## src/design/pwbm_pkg.sv

```systemverilog
// ----------------------------------------------------------------------------
// pwbm_pkg
// Shared types and codes for the periodic window byte modifier.
// ----------------------------------------------------------------------------
package pwbm_pkg;

  localparam int unsigned CfgIdxW  = 3;
  localparam int unsigned CfgDataW = 32;

  localparam logic [CfgIdxW-1:0] CFG_WINDOW_START   = 3'd0;
  localparam logic [CfgIdxW-1:0] CFG_WINDOW_STOP    = 3'd1;
  localparam logic [CfgIdxW-1:0] CFG_SPACING_PERIOD = 3'd2;
  localparam logic [CfgIdxW-1:0] CFG_OPERATION_MODE = 3'd3;
  localparam logic [CfgIdxW-1:0] CFG_OPERAND_VALUE  = 3'd4;

  typedef enum logic [3:0] {
    OP_ADD     = 4'd0,
    OP_SUB     = 4'd1,
    OP_MUL     = 4'd2,
    OP_DIV     = 4'd3,
    OP_XOR     = 4'd4,
    OP_AND     = 4'd5,
    OP_OR      = 4'd6,
    OP_NOT     = 4'd7,
    OP_SHL     = 4'd8,
    OP_SAR     = 4'd9,
    OP_MOD     = 4'd10,
    OP_REPLACE = 4'd11
  } op_t;

  typedef enum logic [1:0] {
    ST_IDLE,
    ST_DIV,
    ST_WB
  } state_t;

  typedef struct packed {
    logic load;
    logic div_step;
    logic write_out;
  } cmd_t;

  typedef struct packed {
    logic need_div;
    logic div_done;
    logic out_free;
  } sts_t;

endpackage

```

## src/design/pwbm_ctrl.sv

```systemverilog
// ----------------------------------------------------------------------------
// pwbm_ctrl
// Sequencer: takes a request, runs the divider when needed, writes the result.
// ----------------------------------------------------------------------------
module pwbm_ctrl (
  input  logic           clk,
  input  logic           rst,
  input  logic           in_valid,
  output logic           in_ready,
  input  pwbm_pkg::sts_t sts,
  output pwbm_pkg::cmd_t cmd
);
  import pwbm_pkg::*;

  state_t state;
  state_t state_next;

  always_ff @(posedge clk) begin
    if (rst) begin
      state <= ST_IDLE;
    end else begin
      state <= state_next;
    end
  end

  always_comb begin
    state_next    = state;
    in_ready      = 1'b0;
    cmd.load      = 1'b0;
    cmd.div_step  = 1'b0;
    cmd.write_out = 1'b0;
    case (state)
      ST_IDLE: begin
        in_ready = 1'b1;
        if (in_valid) begin
          cmd.load   = 1'b1;
          state_next = sts.need_div ? ST_DIV : ST_WB;
        end
      end
      ST_DIV: begin
        cmd.div_step = 1'b1;
        if (sts.div_done) begin
          state_next = ST_WB;
        end
      end
      ST_WB: begin
        // wait for the output register to drain
        if (sts.out_free) begin
          cmd.write_out = 1'b1;
          state_next    = ST_IDLE;
        end
      end
      default: begin
        state_next = ST_IDLE;
      end
    endcase
  end

endmodule

```

## src/design/pwbm_dp.sv

```systemverilog
// ----------------------------------------------------------------------------
// pwbm_dp
// Datapath: config registers, position and spacing counters, ALU, divider
// and the output register.
// ----------------------------------------------------------------------------
module pwbm_dp (
  input  logic                            clk,
  input  logic                            rst,
  input  logic                            cfg_valid,
  input  logic [pwbm_pkg::CfgIdxW-1:0]    cfg_index,
  input  logic [pwbm_pkg::CfgDataW-1:0]   cfg_data,
  input  logic [7:0]                      data_byte,
  output logic [7:0]                      out_byte,
  output logic                            was_modified,
  output logic                            out_valid,
  input  logic                            out_ready,
  input  pwbm_pkg::cmd_t                  cmd,
  output pwbm_pkg::sts_t                  sts
);
  import pwbm_pkg::*;

  logic [31:0] window_start;
  logic [31:0] window_stop;
  logic [15:0] spacing_period;
  logic [3:0]  op_mode;
  logic [7:0]  operand;

  logic [31:0] byte_position;
  logic [15:0] spacing_count;

  logic [7:0]  data_q;
  logic        hit_q;

  logic [7:0]  rem;
  logic [7:0]  quo;
  logic [7:0]  dvs;
  logic [2:0]  step_cnt;

  logic        hit_now;
  logic        is_div_op;
  logic [8:0]  rem_sh;
  logic        ge;
  logic [8:0]  diff;
  logic [7:0]  quot_s;
  logic [7:0]  rem_s;
  logic [7:0]  prod;
  logic [7:0]  alu_res;
  logic [7:0]  result;

  // configuration, one register per write
  always_ff @(posedge clk) begin
    if (rst) begin
      window_start   <= '0;
      window_stop    <= '1;
      spacing_period <= '0;
      op_mode        <= OP_ADD;
      operand        <= '0;
    end else if (cfg_valid) begin
      case (cfg_index)
        CFG_WINDOW_START:   window_start   <= cfg_data;
        CFG_WINDOW_STOP:    window_stop    <= cfg_data;
        CFG_SPACING_PERIOD: spacing_period <= cfg_data[15:0];
        CFG_OPERATION_MODE: op_mode        <= cfg_data[3:0];
        CFG_OPERAND_VALUE:  operand        <= cfg_data[7:0];
        default: begin
        end
      endcase
    end
  end

  assign hit_now   = (spacing_count >= spacing_period) &&
                     (byte_position >= window_start) &&
                     (byte_position <= window_stop);
  assign is_div_op = (op_mode == OP_DIV) || (op_mode == OP_MOD);

  assign sts.need_div = hit_now && is_div_op && (operand != 8'd0);
  assign sts.div_done = (step_cnt == 3'd7);
  assign sts.out_free = !out_valid || out_ready;

  always_ff @(posedge clk) begin
    if (rst) begin
      byte_position <= '0;
      spacing_count <= '0;
    end else if (cmd.load) begin
      byte_position <= byte_position + 32'd1;
      spacing_count <= hit_now ? 16'd1 : spacing_count + 16'd1;
    end
  end

  // restoring divider on magnitudes, one quotient bit a cycle
  assign rem_sh = {rem, quo[7]};
  assign diff   = rem_sh - {1'b0, dvs};
  assign ge     = (rem_sh >= {1'b0, dvs});

  always_ff @(posedge clk) begin
    if (cmd.load) begin
      data_q   <= data_byte;
      hit_q    <= hit_now;
      rem      <= '0;
      quo      <= data_byte[7] ? 8'(-data_byte) : data_byte;
      dvs      <= operand[7] ? 8'(-operand) : operand;
      step_cnt <= '0;
    end else if (cmd.div_step) begin
      rem      <= ge ? diff[7:0] : rem_sh[7:0];
      quo      <= {quo[6:0], ge};
      step_cnt <= step_cnt + 3'd1;
    end
  end

  assign quot_s = (data_q[7] ^ operand[7]) ? 8'(-quo) : quo;
  assign rem_s  = data_q[7] ? 8'(-rem) : rem;
  assign prod   = 8'(data_q * operand);

  always_comb begin
    alu_res = data_q;
    case (op_mode)
      OP_ADD:     alu_res = data_q + operand;
      OP_SUB:     alu_res = data_q - operand;
      OP_MUL:     alu_res = prod;
      OP_DIV:     alu_res = (operand == 8'd0) ? data_q : quot_s;
      OP_XOR:     alu_res = data_q ^ operand;
      OP_AND:     alu_res = data_q & operand;
      OP_OR:      alu_res = data_q | operand;
      OP_NOT:     alu_res = ~data_q;
      OP_SHL: begin
        if (operand[7]) begin
          alu_res = data_q;
        end else if (operand[6:3] != 4'd0) begin
          alu_res = '0;
        end else begin
          alu_res = data_q << operand[2:0];
        end
      end
      OP_SAR: begin
        if (operand[7]) begin
          alu_res = data_q;
        end else if (operand[6:3] != 4'd0) begin
          alu_res = {8{data_q[7]}};
        end else begin
          alu_res = 8'($signed(data_q) >>> operand[2:0]);
        end
      end
      OP_MOD:     alu_res = (operand == 8'd0) ? data_q : rem_s;
      OP_REPLACE: alu_res = operand;
      default:    alu_res = data_q;
    endcase
  end

  assign result = hit_q ? alu_res : data_q;

  always_ff @(posedge clk) begin
    if (rst) begin
      out_valid <= 1'b0;
    end else if (cmd.write_out) begin
      out_valid <= 1'b1;
    end else if (out_ready) begin
      out_valid <= 1'b0;
    end
  end

  always_ff @(posedge clk) begin
    if (cmd.write_out) begin
      out_byte     <= result;
      was_modified <= hit_q;
    end
  end

endmodule

```

## src/design/periodic_window_byte_modifier_core.sv

```systemverilog
// ----------------------------------------------------------------------------
// periodic_window_byte_modifier_core
// Byte stream filter that applies an ALU operation to spaced bytes inside a
// position window.
// ----------------------------------------------------------------------------
// Usage:
//   input request  : data_byte with in_valid / in_ready
//   output request : out_byte, was_modified with out_valid / out_ready
//   config writes  : cfg_index / cfg_data with cfg_valid / cfg_ready, always
//                    ready; index 0 window start, 1 window stop, 2 spacing
//                    period, 3 operation mode, 4 operand
// Sequence: a taken byte is loaded, then written to the output register,
//   which raises out_valid; a division or modulo by a non-zero operand first
//   runs the divider. A new byte is taken only after the last is written;
//   the restoring divider produces one quotient bit per cycle.
// The output register holds a finished result while the next byte is taken;
//   a stalled receiver holds the block in write-back after that.
// Reset clears the position and spacing counters, sets the window to the
//   full range and the mode to add with operand zero.
// ----------------------------------------------------------------------------
module periodic_window_byte_modifier_core (
  input  logic                          clk,
  input  logic                          rst,
  input  logic                          cfg_valid,
  output logic                          cfg_ready,
  input  logic [pwbm_pkg::CfgIdxW-1:0]  cfg_index,
  input  logic [pwbm_pkg::CfgDataW-1:0] cfg_data,
  input  logic                          in_valid,
  output logic                          in_ready,
  input  logic [7:0]                    data_byte,
  output logic                          out_valid,
  input  logic                          out_ready,
  output logic [7:0]                    out_byte,
  output logic                          was_modified
);
  import pwbm_pkg::*;

  cmd_t cmd;
  sts_t sts;

  assign cfg_ready = 1'b1;

  pwbm_ctrl u_ctrl (
    .clk      (clk),
    .rst      (rst),
    .in_valid (in_valid),
    .in_ready (in_ready),
    .sts      (sts),
    .cmd      (cmd)
  );

  pwbm_dp u_dp (
    .clk          (clk),
    .rst          (rst),
    .cfg_valid    (cfg_valid),
    .cfg_index    (cfg_index),
    .cfg_data     (cfg_data),
    .data_byte    (data_byte),
    .out_byte     (out_byte),
    .was_modified (was_modified),
    .out_valid    (out_valid),
    .out_ready    (out_ready),
    .cmd          (cmd),
    .sts          (sts)
  );

endmodule
```

## config.mk

```make
export PLATFORM = sky130hd
export DESIGN_NAME = periodic_window_byte_modifier_core
export DESIGN_NICKNAME = d
export VERILOG_FILES = /design/src/design/pwbm_pkg.sv /design/src/design/pwbm_ctrl.sv /design/src/design/pwbm_dp.sv /design/src/design/periodic_window_byte_modifier_core.sv
export SDC_FILE = /design/constraint.sdc
export NUM_CORES = 1
export LEC_CHECK = 0
export BUFFER_PORTS_ARGS = -buffer_cell sky130_fd_sc_hd__clkbuf_2
export CAP_MARGIN = 20
export CELL_PAD_IN_SITES_DETAIL_PLACEMENT = 1
export CELL_PAD_IN_SITES_GLOBAL_PLACEMENT = 2
export CORE_MARGIN = 5
export CORE_UTILIZATION = 41
export DETAILED_ROUTE_END_ITERATION = 10
export PLACE_DENSITY_LB_ADDON = 0.1
export SYNTH_ARGS = -nofsm -noshare
export SYNTH_HDL_FRONTEND = slang
export SYNTH_HIERARCHICAL = 1
export SYNTH_SLANG_ARGS = --single-unit
```

## constraint.sdc

```tcl
create_clock -name clk -period 8.9 [get_ports clk]
set_input_delay 1.78 -clock clk [delete_from_list [all_inputs] [get_ports clk]]
set_output_delay 1.78 -clock clk [all_outputs]
set_load 0.03 [all_outputs]
```

* After elaboration in Yosys (flattened, before gate mapping) *
Cells that the tools add are included.

storage, ports and cells
  register bits after elaboration = 188
  input bits = 48
  output and inout port bits = 12
  logic and storage cells = 111

operators by class
  add/sub/neg operators = 10
  multipliers = 1
  magnitude comparators = 4
  equal/unequal tests = 21
  shifts and indexed selects = 2
  multiplexer cells = 29
  bitwise gates (word level) = 5
  reduce and logical (&&, ||, !) cells = 21

operator list
  cell                                            number
  two-way mux 8 bit                               13
  one-hot mux 8 bit (12 select lines)             1
  adder 32 x 1 -> 32 bit (second input constant)  1
  greater-or-equal comparator 32 bit              1
  <= comparator 32 bit                            1
  negation 8 bit                                  4
  adder 16 x 1 -> 16 bit (second input constant)  1
  == test 4 x 3 -> 1 bit (second input constant)  4
  == test 4 bit (second input constant)           4
  greater-or-equal comparator 16 bit              1
  two-way mux 16 bit                              1
  subtractor 8 bit                                2
  AND reduction 2 bit                             5
  greater-or-equal comparator 9 x 8 -> 1 bit      1
  adder 8 bit                                     1
  bitwise AND 8 bit                               1
  == test 4 x 2 -> 1 bit (second input constant)  2
  zero test 8 bit                                 1
  multiplier 8 x 8 -> 8 bit                       1
  two-way mux 1 bit                               8
  two-way mux 2 bit                               4
  inverter 8 bit                                  1
  bitwise OR 8 bit                                1
  nonzero test 8 bit                              1
  other kinds (23)                                32

* Logic depth before layout (Yosys ltp) *
Gate-level depths: netlist (run 1).

  depth after elaboration = 8
  depth in mapped cells = 18
  depth with buffers taken out = 16

* Modules after synthesis *
Netlist (run 1), hierarchy kept.

by module, submodules not included
  module                              times used  cells an instance  area each (sq um)  seq. area each (sq um)
  pwbm_dp                             1           1,532              12,704.7           4,063.9
  pwbm_ctrl                           1           14                 118.9              40.0
  periodic_window_byte_modifier_core  1           2                  11.3               0.0

* Worst setup path after synthesis (run 1) *
No wires, ideal clock.

  path kind = register to register
  start = register u_dp.operand[2]
  end = register u_dp.out_byte[7], data pin
  library setup time = 0.272 ns
  data arrival time = 4.295 ns
  data required time = 8.628 ns
  setup slack = 4.333 ns
  cell stages (with the launch flop) = 18
  buffers on the path = 3
  clock period less this slack = 4.567 ns
  cell sequence = dfxtp_1 > clkbuf_1 > clkbuf_1 > buf_1 > nand2_1 > fa_1 > fa_1 > inv_1 > fa_1 > inv_1 > fa_1 > inv_1 > ha_1 > a21oi_1 > xnor2_1 > xnor2_1 > a221oi_1 > a22oi_1

on the way
  cells in the longest elaborated chain, start to end = 5
  elaborated cells on any way between the ends = 14
  those cells by class = add/sub (2); mul (1); shift (2); mux (8); reduce/logical (1)

ends and longest elaborated chain
  element                                                                            RTL line        text
  start: declaration                                                                 pwbm_dp.sv:26   logic [7:0] operand;
  start signal: assignment                                                           pwbm_dp.sv:64   CFG_OPERAND_VALUE: operand <= cfg_data[7:0];
  parallel branches: the longest is 3 deep, another holds multiplier 8 x 8 -> 8 bit  -
  one-hot mux 8 bit (12 select lines) *                                              pwbm_dp.sv:116  case (op_mode)
  two-way mux 8 bit *                                                                pwbm_dp.sv:149  assign result = hit_q ? alu_res : data_q;
  net u_dp.result[7]                                                                 pwbm_dp.sv:48   logic [7:0] result;
  end signal: assignment                                                             pwbm_dp.sv:163  out_byte <= result;
  end: declaration                                                                   pwbm_dp.sv:13   output logic [7:0] out_byte,

Mark *: on every way through the listed nets, which the timed path passes.
A chain may end at the register's enable or synchronous reset.

* Final worst setup path (run 1) *
  start = register u_dp.operand[3]
  end = register u_dp.out_byte[7], data pin

on the way
  cells in the longest elaborated chain, start to end = 5
  elaborated cells on any way between the ends = 13
  those cells by class = add/sub (2); mul (1); mux (8); reduce/logical (2)

ends and longest elaborated chain
  element                                                                            RTL line
  parallel branches: the longest is 3 deep, another holds multiplier 8 x 8 -> 8 bit  -
  one-hot mux 8 bit (12 select lines) *                                              pwbm_dp.sv:116
  two-way mux 8 bit *                                                                pwbm_dp.sv:149
  net u_dp.result[7]                                                                 pwbm_dp.sv:48

Marked as above.

==> results by group, run 1 <==
Power and ir drop
  • PwrDens: between 100 and 150 mW/mm²
  • Maximum vdd drop: 0.000129 V
  • Pleak: 0.00587 µW

Global route
  • GRT Total Usage: between 20% and 30%
  • Initial antenna violation count: 1
  • Global-route wire length before repair: 63900 µm
  • Vias in the first global route: 11600
  • GR Overflow Total: 0
  • Largest net degree at the start of global routing: 60

Synth
  • Most used DFF post-synth: dfxtp_1
  • Post-synth EDFFs: 34
  • Asr flop ratio synth: 0%
  • Register area share after synthesis: 32.0%
  • Synth Cell Area: about 0.013 mm²
  • Largest area contributor in the netlist: dfxtp_1
  • Synth area leaders: dfxtp_1 (24%), ha_1 (13%), edfxtp_1 (8.0%), nand2_1 (6.7%), a21oi_1 (4.4%)
  • Syn Inst Count: 1548
  • Synth warnings: 6
  • Most frequent cell after synthesis: nand2_1
  • Synth top cells by count: nand2_1 (229), dfxtp_1 (154), inv_1 (149)
  • Synth top area share: 24.0%
  • Flops & latches, synth: about 190
  • Netlist cell types: 80
  • Avg Inst Size Synth: a little over 8 µm²
  • Post-Syn Nets: between 1500 and 2000

Detailed routing
  • Initial drt markers: 511
  • Max layer used: met4
  • # DRC: 0
  • Routed wl met2: 19900 µm
  • Vias per inst: 5.63
  • Final antenna-violating net count: 0
  • Post-Route WL: 39700 µm
  • Met3 WL: 1240 µm
  • DR pass1 iterations: 5
  • Via count: 11100
  • Post-Route M1 WL: 17700 µm
  • WL per Instance: 20.1 µm

CTS
  • CTS buffer count: 17
  • Max Root-Sink Buffers: 2
  • TritonCTS clock tree: done
  • Max H-tree Level: 4
  • CTS resizes: 0
  • Clk sink count: between 150 and 200
  • Root Driver: clkbuf_16
  • Hold_buf cts: 0
  • Post-CTS Setup Inserts: 0
  • Clk slew on worst S/H paths: around 0.08 ns
  • Worst-skew pair later-pin latency: 0.45 ns

Floorplanning
  • Row cnt: 64
  • Starting Density: a little over two fifths
  • IO Count: 60
  • Core ar.: 0.0307 mm²
  • Total Die Area: 0.0349 mm²
  • Die Width: ~190 µm
  • Die Ht: 187 µm

Min path
  • HP Start: u_dp/window_start[30]$_SDFFE_PP0P_
  • HP Class: reg2reg

Timing
  • Setup TNS: 0 ns
  • Clock Skew: 0.0166 ns
  • Slew HR: 29.0%
  • Fmax: 0.215 GHz
  • Max Transition Viols Final: 0
  • RSZ-0062 raised after global routing: false
  • Setup-failing EPs final: 0
  • Fin crit share: between 50% and 60%
  • Slew @ Worst Pin: approximately 1.1 ns
  • Fin crit period: between 4 and 5 ns
  • Final hold vios: 0

Worst setup path
  • R2R setup slack: about 4.3 ns
  • Critical Path Source: u_dp/operand[3]$_SDFFE_PP0P_
  • Worst path required time: 9.08 ns
  • Worst-path fanout max: 15
  • Crit-path leading delay family: adder cells
  • CP Buf/Inv Count: 4
  • Arr. time, crit path: just under 5 ns
  • R2r startpoint: u_dp/operand[3]$_SDFFE_PP0P_
  • Cell with the most instances on the worst path: inv_1
  • Setup CP Type: reg2reg
  • Type of destination of the critical path: register
  • CP cell instances: ha_1 -> inv_1 -> fa_1 -> inv_1 -> ha_1 -> fa_1 -> inv_1 -> fa_1 -> inv_1 -> ha_1 -> a21oi_1 -> xnor2_1 -> xnor2_1 -> a221oi_1 -> a22oi_1
  • Crit path launch type: register
  • CP peak stage delay: 0.78 ns
  • CP max stage cell: dfxtp_1

Final layout
  • Non-Filler Instances: 1978
  • Nets@finish: between 1500 and 2000
  • N_diodes: 0
  • Area Overhead vs Synth: 9.58%
  • Share of post-route cells with drive strength above 1: 9.29%

Outcome
  • Status: completed

Placement
  • Post-DP HPWL: 29500 µm
  • GPL Wtd Cong: 0.936
  • Total placed cells including tap cells: 1945
  • IO Port Bufs: 58

Flow run
  • Max-cap viol count: 0
-- where the power goes --
part	internal (µW)	switching, µW
logic	103	182
clock network	425	379
registers	894	24.7
-- layout by cell type, fill, tap and decap left out, types with 9 or more instances in the layout --
cell type,netlist,routed
nor2b_1,13,13
nand4_1,26,26
ha_1,136,136
mux2i_1,29,29
mux4_2,9,9
dfxtp_1,154,154
o31ai_1,10,10
a21o_1,11,11
or3_1,15,15
xor2_1,41,41
nand2_1,229,229
clkbuf_2,0,57
a211oi_1,11,11
o21a_1,9,9
a21oi_1,112,112
o211ai_1,38,38
xnor2_1,46,46
nor2_1,119,118
nor3_1,42,42
buf_4,5,21
nand2b_1,11,11
inv_1,149,149
o21ai_0,46,46
edfxtp_1,34,34
fa_1,14,14
clkbuf_16,0,17
nand3_1,27,27
-- kinds of logic after synthesis --
logic type	synth area share (%)
AOI/OAI and AO/OA	15.9
xor gates and xnor gates	5.94
adders and majority gates	15.4
buffers and inverters	7.00
DFF	32.0
muxes	4.46
other	0.0292
and+or+nand+nor	19.2
-- routing by layer --
layer  vias to the layer above  global-route usage (%)
li1                       5412                       -
met1                      5460                    28.4
met2                       214                    40.4
met3                        51                    2.99
met4                         0                    6.77
met5                         -                       0
-- path summary, 6_finish.rpt --
kind | cells past startpoint | endpoint
worst max-delay path | 15 | u_dp/out_byte[7]$_DFFE_PP_
worst min-delay path | 2 | u_dp/window_start[30]$_SDFFE_PP0P_
worst max register to register | 15 | u_dp/out_byte[7]$_DFFE_PP_
worst min register to register | 2 | u_dp/window_start[30]$_SDFFE_PP0P_
-- flip-flops by register name, summed over array words and instances, names as in the netlist --
register / count
u_dp/op_mode: 4
u_dp/data_q: 8
u_dp/byte_position: 32
u_dp/out_byte: 8
u_dp/step_cnt: 3
u_dp/spacing_period: 16
u_dp/operand: 8
u_dp/rem: 8
u_dp/quo: 8
u_dp/window_start: 32
u_ctrl/state: 2
u_dp/was_modified: 1
u_dp/dvs: 8
u_dp/hit_q: 1
u_dp/window_stop: 32
u_dp/out_valid: 1
u_dp/spacing_count: 16
-- per-stage QoR --
step,worst slack (ns),cell area (µm²),hold WS [ns],utilization [%],total power (µW)
6_report,4.25,14100,0.456,45.7,2010
5_1_grt,3.97,14100,0.474,45.7,2100
4_1_cts,4.26,14100,0.458,45.7,2030
3_5_place_dp,4.27,13400,0.448,43.7,1220
3_3_place_gp,4.43,13400,0.443,43.7,1220
2_1_floorplan,4.33,12800,0.436,-,1120
-- worst register-to-register path: stages (launching register included) --
cell      delay, ns
dfxtp_1        0.78
ha_1           0.29
inv_1          0.07
fa_1           0.52
inv_1          0.05
ha_1           0.29
fa_1           0.55
inv_1          0.06
fa_1           0.53
inv_1          0.06
ha_1           0.33
a21oi_1        0.20
xnor2_1        0.16
xnor2_1        0.13
a221oi_1       0.26
a22oi_1        0.11
-- final cells by class --
cell class,instances,area (µm²)
fillers,3729,16700
clock inverters,15,184
repair buffers,78,443
inverters,152,571
flip-flops and latches,188,4100
clock buffers,17,425
multi-input cells,1132,7840
well taps,396,495
Power figures use the tool's default switching activity.
==> inputs of run 2 (changes only) <==
--- a/config.mk
+++ b/config.mk
@@ -10,7 +10,7 @@
 export CELL_PAD_IN_SITES_DETAIL_PLACEMENT = 1
 export CELL_PAD_IN_SITES_GLOBAL_PLACEMENT = 2
 export CORE_MARGIN = 5
-export CORE_UTILIZATION = 41
+export CORE_UTILIZATION = 35
 export DETAILED_ROUTE_END_ITERATION = 10
 export PLACE_DENSITY_LB_ADDON = 0.1
 export SYNTH_ARGS = -nofsm -noshare
==> constraint.sdc (replaced) <==
create_clock -name clk -period 3.95 [get_ports clk]
set_input_delay 0.79 -clock clk [delete_from_list [all_inputs] [get_ports clk]]
set_output_delay 0.79 -clock clk [all_outputs]
set_load 0.03 [all_outputs]
==> run 2 against run 1 <==
- the flow now finishes with violations (negative setup slack)
- first-iteration DRC count decreased by 0.98%
- combinational power increased to 2.6 times the previous value
- global-route usage decreased by 1.4 points
- power increased by 120%
- sequential power increased by 120%
- sequential share of layout area decreased by 1.1 points
- clock skew decreased by 0.00083 ns
- critical path depth unchanged
- register-to-register slack got worse by 4.3 ns
- die area increased by 16%
- final cell count increased by 6.2%
- critical endpoint unchanged
==> results by group, run 2 (synthesis results as in run 1) <==
Outcome
  • Failing checks: negative setup slack
  • Status: complete, but fails checks

Detailed routing
  • Initial drt markers: 506
  • Vias per inst: about 5.4
  • Post-Route M1 WL: 18300 µm
  • Met3 WL: 1300 µm
  • Post-Route WL: 43100 µm
  • Routed wl met2: 21600 µm
  • DR pass1 iterations: 5
  • # DRC: 0
  • Via count: around 11000
  • Max layer used: met4
  • Final antenna-violating net count: 0
  • WL per Instance: 20.5 µm

Final layout
  • N_diodes: 0
  • Cell area after layout: ~0.015 mm²
  • Most common cell after layout, fill and taps aside: nand2_1
  • Area Overhead vs Synth: 14.0%
  • Regs by FF count: u_dp/byte_position (32), u_dp/window_start (32), u_dp/window_stop (32)
  • Nets@finish: between 1500 and 2000
  • Share of post-route cells with drive strength above 1: 13.9%
  • Most frequent cells in the layout: nand2_1 (226), dfxtp_1 (151), inv_1 (141)
  • FILL cells: 4322

CTS
  • Max Root-Sink Buffers: 2
  • Clk slew on worst S/H paths: 0.08 ns
  • CTS buffer count: 17
  • Max H-tree Level: 4
  • TritonCTS clock tree: done
  • Clk sink count: 188
  • Worst-skew pair later-pin latency: 0.46 ns
  • Root Driver: clkbuf_16
  • Hold_buf cts: 0

Worst setup path
  • Crit path launch type: register
  • CP Buf/Inv Count: 4
  • CP max stage cell: fa_1
  • Critical path depth: 15
  • R2R setup slack: -0.03 ns
  • CP cell instances: buf_6 -> nand2_1 -> fa_1 -> inv_2 -> ha_4 -> fa_1 -> inv_2 -> fa_2 -> inv_2 -> ha_4 -> a21oi_4 -> xnor2_2 -> xnor2_1 -> a221oi_2 -> a22oi_1
  • Type of destination of the critical path: register
  • Crit-path leading delay family: adder cells
  • R2r startpoint: u_dp/data_q[2]$_DFFE_PP_
  • R2r worst-path depth: 15
  • Worst-path fanout max: 5
  • Arr. time, crit path: 4.16 ns
  • Cell with the most instances on the worst path: inv_2
  • Reg2reg end: u_dp/out_byte[7]$_DFFE_PP_
  • Worst path required time: 4.13 ns
  • CP peak stage delay: 0.60 ns
  • Setup CP Type: reg2reg
  • Critical Path Source: u_dp/data_q[2]$_DFFE_PP_
  • Worst setup path endpoint: u_dp/out_byte[7]$_DFFE_PP_

Power and ir drop
  • PwrDens: 305 mW/mm²
  • Maximum vdd drop: 0.000330 V
  • Tot Pwr: 4460 µW
  • Pleak: slightly above 0.006 µW

Global route
  • Largest net degree at the start of global routing: 92
  • GR Overflow Total: 0
  • GRT Total Usage: 21.1%
  • Vias in the first global route: ~12000
  • Initial antenna violation count: 0
  • Global-route wire length before repair: 68000 µm

Timing
  • Max Transition Viols Final: 0
  • Fin crit share: 101%
  • PnR worst setup slack: -0.0253 ns
  • Slew @ Worst Pin: 1.06 ns
  • Fin crit period: roughly 4.0 ns
  • Setup-failing EPs final: 1
  • Slew HR: a little under 30%
  • Final hold slack: ~0.46 ns
  • Final hold vios: 0
  • RSZ-0062 raised after global routing: true
  • Clock Skew: 0.0157 ns
  • Setup TNS: -0.0253 ns
  • Fmax: between 0.2 and 0.3 GHz

Placement
  • GPL Wtd Cong: around 0.9
  • Post-DP HPWL: roughly 32000 µm
  • DP Worst Slack: -0.190 ns
  • IO Port Bufs: 58
  • Dpl cell area: around 0.014 mm²

Floorplanning
  • Total Die Area: 0.0406 mm²
  • Row cnt: 70
  • Core ar.: 0.0364 mm²
  • Die Ht: 201 µm
  • IO Count: 60
  • Die Width: 201 µm
  • Starting Density: 35.2%

Flow run
  • Max-cap viol count: 0

Min path
  • HP Class: reg2reg
-- run 2: changes by cell type in the layout (fill, tap and decap cells not counted), sizes merged --
cell,delta
buf,+50
bufinv,-2
clkbuf,+4
clkinv,-2
-- run 2: how the worst min path moves through the flow --
stage	startpoint	end	cells after the start	slack, ns
after floorplan	u_dp/spacing_period[10]$_SDFFE_PP0P_	u_dp/spacing_period[10]$_SDFFE_PP0P_	2	0.44
after global placement	u_dp/window_start[13]$_SDFFE_PP0P_	u_dp/window_start[13]$_SDFFE_PP0P_	2	0.44
after detailed placement	u_dp/window_start[13]$_SDFFE_PP0P_	u_dp/window_start[13]$_SDFFE_PP0P_	2	0.45
after CTS	u_dp/window_start[13]$_SDFFE_PP0P_	u_dp/window_start[13]$_SDFFE_PP0P_	2	0.46
after global routing	u_dp/spacing_period[13]$_SDFFE_PP0P_	u_dp/spacing_period[13]$_SDFFE_PP0P_	2	0.48
final	u_dp/window_start[13]$_SDFFE_PP0P_	u_dp/window_start[13]$_SDFFE_PP0P_	2	0.46
-- run 2: power breakdown --
group          switching (µW)  total [µW]  internal (µW)  leakage (µW)
registers                40.4        2050           2010       0.00158
logic                     455         727            271       0.00426
clock network             832        1680            851      0.000268
-- run 2: through the flow --
step	instances	utilization, %
2_1_floorplan	1548	-
6_report	2100	40.1
3_3_place_gp	2059	38.1
5_1_grt	2100	40.1
3_5_place_dp	2059	38.1
4_1_cts	2092	39.7
-- run 2: metal layers --
metal | vias up | track usage, %
met3 | 84 | 3.45
met1 | 5518 | 25.2
met4 | 0 | 9.03
li1 | 5508 | -
met2 | 188 | 37.7
met5 | - | 0
-- run 2: cell type report --
class                      instances  area, µm²  share of cell area (%)
multi-input combinational       1132       7980                    54.5
clock inverter                    11       82.6                   0.565
tap                              468        586                    4.00
clock buffer                      21        462                    3.16
inverter                         152        571                    3.90
timing repair buffer             128        840                    5.74
sequential                       188       4110                    28.1
-- run 2: worst reg2reg max path: cells and delay by family, from the launching register on --
| kind | cells | cell delay [ns] |
|---|---|---|
| xor+xnor | 2 | 0.24 |
| flops | 1 | 0.40 |
| fa+ha+maj | 5 | 2.17 |
| compound gates | 3 | 0.48 |
| buf+inv | 4 | 0.33 |
| simple gates | 1 | 0.11 |
-- run 2: timing repair --
item,4_1_cts,5_1_grt
gates resized for setup,7,29
endpoints found under the hold margin,0,0
endpoints found under the setup margin,4,5
buffers inserted,1,8
cloned,0,1
pin swaps,1,21
==> inputs of run 3 (changes only) <==
--- a/config.mk
+++ b/config.mk
@@ -5,14 +5,13 @@
 export SDC_FILE = /design/constraint.sdc
 export NUM_CORES = 1
 export LEC_CHECK = 0
+export ABC_AREA = 1
 export BUFFER_PORTS_ARGS = -buffer_cell sky130_fd_sc_hd__clkbuf_2
 export CAP_MARGIN = 20
-export CELL_PAD_IN_SITES_DETAIL_PLACEMENT = 1
-export CELL_PAD_IN_SITES_GLOBAL_PLACEMENT = 2
 export CORE_MARGIN = 5
-export CORE_UTILIZATION = 35
+export CORE_UTILIZATION = 57
 export DETAILED_ROUTE_END_ITERATION = 10
-export PLACE_DENSITY_LB_ADDON = 0.1
+export PLACE_DENSITY = 0.78
 export SYNTH_ARGS = -nofsm -noshare
 export SYNTH_HDL_FRONTEND = slang
 export SYNTH_HIERARCHICAL = 1
==> run 3 against run 2 <==
- the run now ends clean
- area after synthesis increased by 2.7%
- critical path depth rose by 3
- count of clock-buffer cells in the layout shrank 2
- power increased by 11%
- via count grew 9.7%
- combinational power grew 58%
- die area decreased by 35%
- core utilization increased by 24 points
- final cell count grew 5.0%
- worst setup slack better by 0.031 ns
- critical path type unchanged
- largest cell class unchanged
- largest power group unchanged
==> results by group, run 3 <==
Outcome
  • Status: completed

Floorplanning
  • Core ar.: 0.0227 mm²
  • Total Die Area: ~0.026 mm²
  • Die Width: about 160 µm
  • Row cnt: 55
  • Starting Density: 58.0%
  • Die Ht: 162 µm
  • IO Count: 60

Synth
  • Synth area leaders: dfxtp_1 (23%), ha_1 (13%), nand2_1 (12%), inv_1 (7.9%), edfxtp_1 (7.7%)
  • Register area share after synthesis: 31.1%
  • Largest area contributor in the netlist: dfxtp_1
  • Asr flop ratio synth: 0%
  • Most frequent cell after synthesis: nand2_1
  • Avg Inst Size Synth: just over 7 µm²
  • Most used DFF post-synth: dfxtp_1
  • Synth warnings: 6
  • Flops & latches, synth: 188
  • Post-synth EDFFs: 34
  • Synth Cell Area: 0.0132 mm²
  • Post-Syn Nets: 2046
  • Netlist cell types: 57
  • Synth top area share: 23.4%
  • Synth top cells by count: nand2_1 (430), inv_1 (278), a21oi_1 (169)
  • Syn Inst Count: 1848

Timing
  • Fin crit period: 3.94 ns
  • Slew HR: 40.3%
  • Max Transition Viols Final: 0
  • RSZ-0062 raised after global routing: true
  • Final hold vios: 0
  • Fin crit share: 99.9%
  • PnR worst setup slack: around 0.0055 ns
  • Slew @ Worst Pin: 0.895 ns
  • Setup-failing EPs final: 0
  • Clock Skew: 0.0167 ns
  • Fmax: 0.254 GHz

Final layout
  • N_diodes: 0
  • Area of the multi-input gates: 0.00783 mm²
  • Reg area: 0.00411 mm²
  • Share of post-route cells with drive strength above 1: 11.1%
  • Most common cell after layout, fill and taps aside: nand2_1
  • FILL cells: 2010
  • Non-Filler Instances: 2205
  • Cell area after layout: around 0.015 mm²
  • Regs by FF count: u_dp/byte_position (32), u_dp/window_start (32), u_dp/window_stop (32)
  • Most frequent cells in the layout: nand2_1 (426), inv_1 (268), a21oi_1 (168)
  • Nets@finish: 2105
  • Area Overhead vs Synth: 10.7%

Worst setup path
  • R2r startpoint: u_dp/operand[2]$_SDFFE_PP0P_
  • Critical Path Source: u_dp/operand[2]$_SDFFE_PP0P_
  • Arr. time, crit path: 4.14 ns
  • Crit path launch type: register
  • Worst-path fanout max: 5
  • R2r worst-path depth: 18
  • Worst path required time: 4.14 ns
  • R2R setup slack: roughly 0.0055 ns
  • Reg2reg end: u_dp/out_byte[7]$_DFFE_PP_
  • Setup CP Type: reg2reg
  • Type of destination of the critical path: register

Detailed routing
  • Post-Route WL: roughly 38000 µm
  • Vias per inst: 5.62
  • # DRC: 0
  • DR pass1 iterations: 5
  • WL per Instance: about 17 µm
  • Final antenna-violating net count: 0
  • Initial drt markers: 967
  • Via count: 12400

CTS
  • Max H-tree Level: 4
  • Clk slew on worst S/H paths: around 0.070 ns
  • Max Root-Sink Buffers: 2
  • Clk sink count: 188
  • TritonCTS clock tree: done
  • Root Driver: clkbuf_16
  • CTS buffer count: 17
  • Worst-skew pair later-pin latency: 0.44 ns

Global route
  • Met3 usage: 4.11%
  • Vias in the first global route: 11800
  • GRT Total Usage: 28.6%
  • Largest net degree at the start of global routing: 64
  • Global-route wire length before repair: between 60000 and 70000 µm
  • GR Overflow Total: 0
  • GRT Max-Usage Layer: met2
  • M2 GR Usage: 50.0%
  • Initial antenna violation count: 1
  • GR Util met1: 35.2%

Placement
  • Post-DP HPWL: 28700 µm
  • GPL Wtd Cong: a little under 1
  • DP Worst Slack: -0.130 ns
  • Total placed cells including tap cells: 2167
  • IO Port Bufs: 58
  • Dpl cell area: approximately 0.014 mm²

Min path
  • HP Start: u_dp/window_start[24]$_SDFFE_PP0P_
  • Hold path depth: 2
  • Hold Path Sink: u_dp/window_start[24]$_SDFFE_PP0P_
  • HP Class: reg2reg

Power and ir drop
  • Pleak: 0.00705 µW
  • Maximum vdd drop: approximately 0.00028 V
  • PwrDens: 339 mW/mm²

Flow run
  • Max-cap viol count: 0
==> run 3: worst max-delay path by stage <==
stage,endpoint,slack [ns]
final,u_dp/out_byte[7]$_DFFE_PP_,0.005
after floorplan,u_dp/out_byte[5]$_DFFE_PP_,0.009
after global routing,u_dp/out_byte[7]$_DFFE_PP_,-0.22
after CTS,u_dp/out_byte[7]$_DFFE_PP_,-0.03
after global placement,u_dp/out_byte[7]$_DFFE_PP_,-0.02
after detailed placement,u_dp/out_byte[7]$_DFFE_PP_,-0.13
==> run 3: cell type report <==
type	count	area share, %
Sequential cell	188	28.2
Timing Repair Buffer	99	4.32
Clock inverter	13	0.849
Tap cell	285	2.44
Clock buffer	19	3.03
Inverter	294	7.56
Multi-Input combinational cell	1307	53.6
==> run 3: kinds of logic after synthesis <==
logic type / Yosys count / synth area share, %
fa+ha+maj: 150 / 15.0
mux: 2 / 0.152
other cells: 1 / 0.0284
flops: 188 / 31.1
compound gates: 404 / 17.1
simple gates: 707 / 23.4
buf+inv: 353 / 10.4
xor+xnor: 43 / 2.86
==> run 3: worst max-delay path, cell delays in order (launching register included) <==
cell,delay (ns)
dfxtp_2,0.41
nand2_2,0.08
fa_2,0.36
fa_1,0.55
inv_2,0.04
fa_1,0.54
inv_2,0.04
fa_1,0.51
inv_2,0.05
ha_4,0.24
a21oi_2,0.13
nand2_2,0.07
xor2_2,0.17
xor2_1,0.16
nand3_1,0.09
nand3_1,0.08
nand3_1,0.07
nand2_1,0.08
inv_1,0.04
==> run 3: routing by layer <==
metal,up-vias,wire (µm)
met5,-,20
met4,2,1640
met3,89,2160
met2,408,18500
met1,5717,15300
li1,6183,-
==> run 3: stage by stage <==
step	hold WS (ns)	util, %	TNS (ns)	power, µW
2_1_floorplan	0.427	-	0	2930
3_3_place_gp	0.444	61.1	-0.0246	3260
3_5_place_dp	0.454	61.1	-0.171	3280
4_1_cts	0.464	64.0	-0.0278	4950
5_1_grt	0.479	64.3	-0.366	5210
6_report	0.462	64.3	0	4950
==> run 3: where the power goes <==
part,switching [µW],internal (µW)
sequential,63.9,2070
combinational,767,382
clock,815,852
==> run 3: repair_timing <==
| action | in CTS | in global routing |
|---|---|---|
| resized for setup | 18 | 13 |
| gates cloned | 0 | 0 |
| buffers inserted | 5 | 0 |
| setup endpoints to repair | 2 | 4 |
| pin swaps | 18 | 19 |
| hold buffers | 0 | 0 |
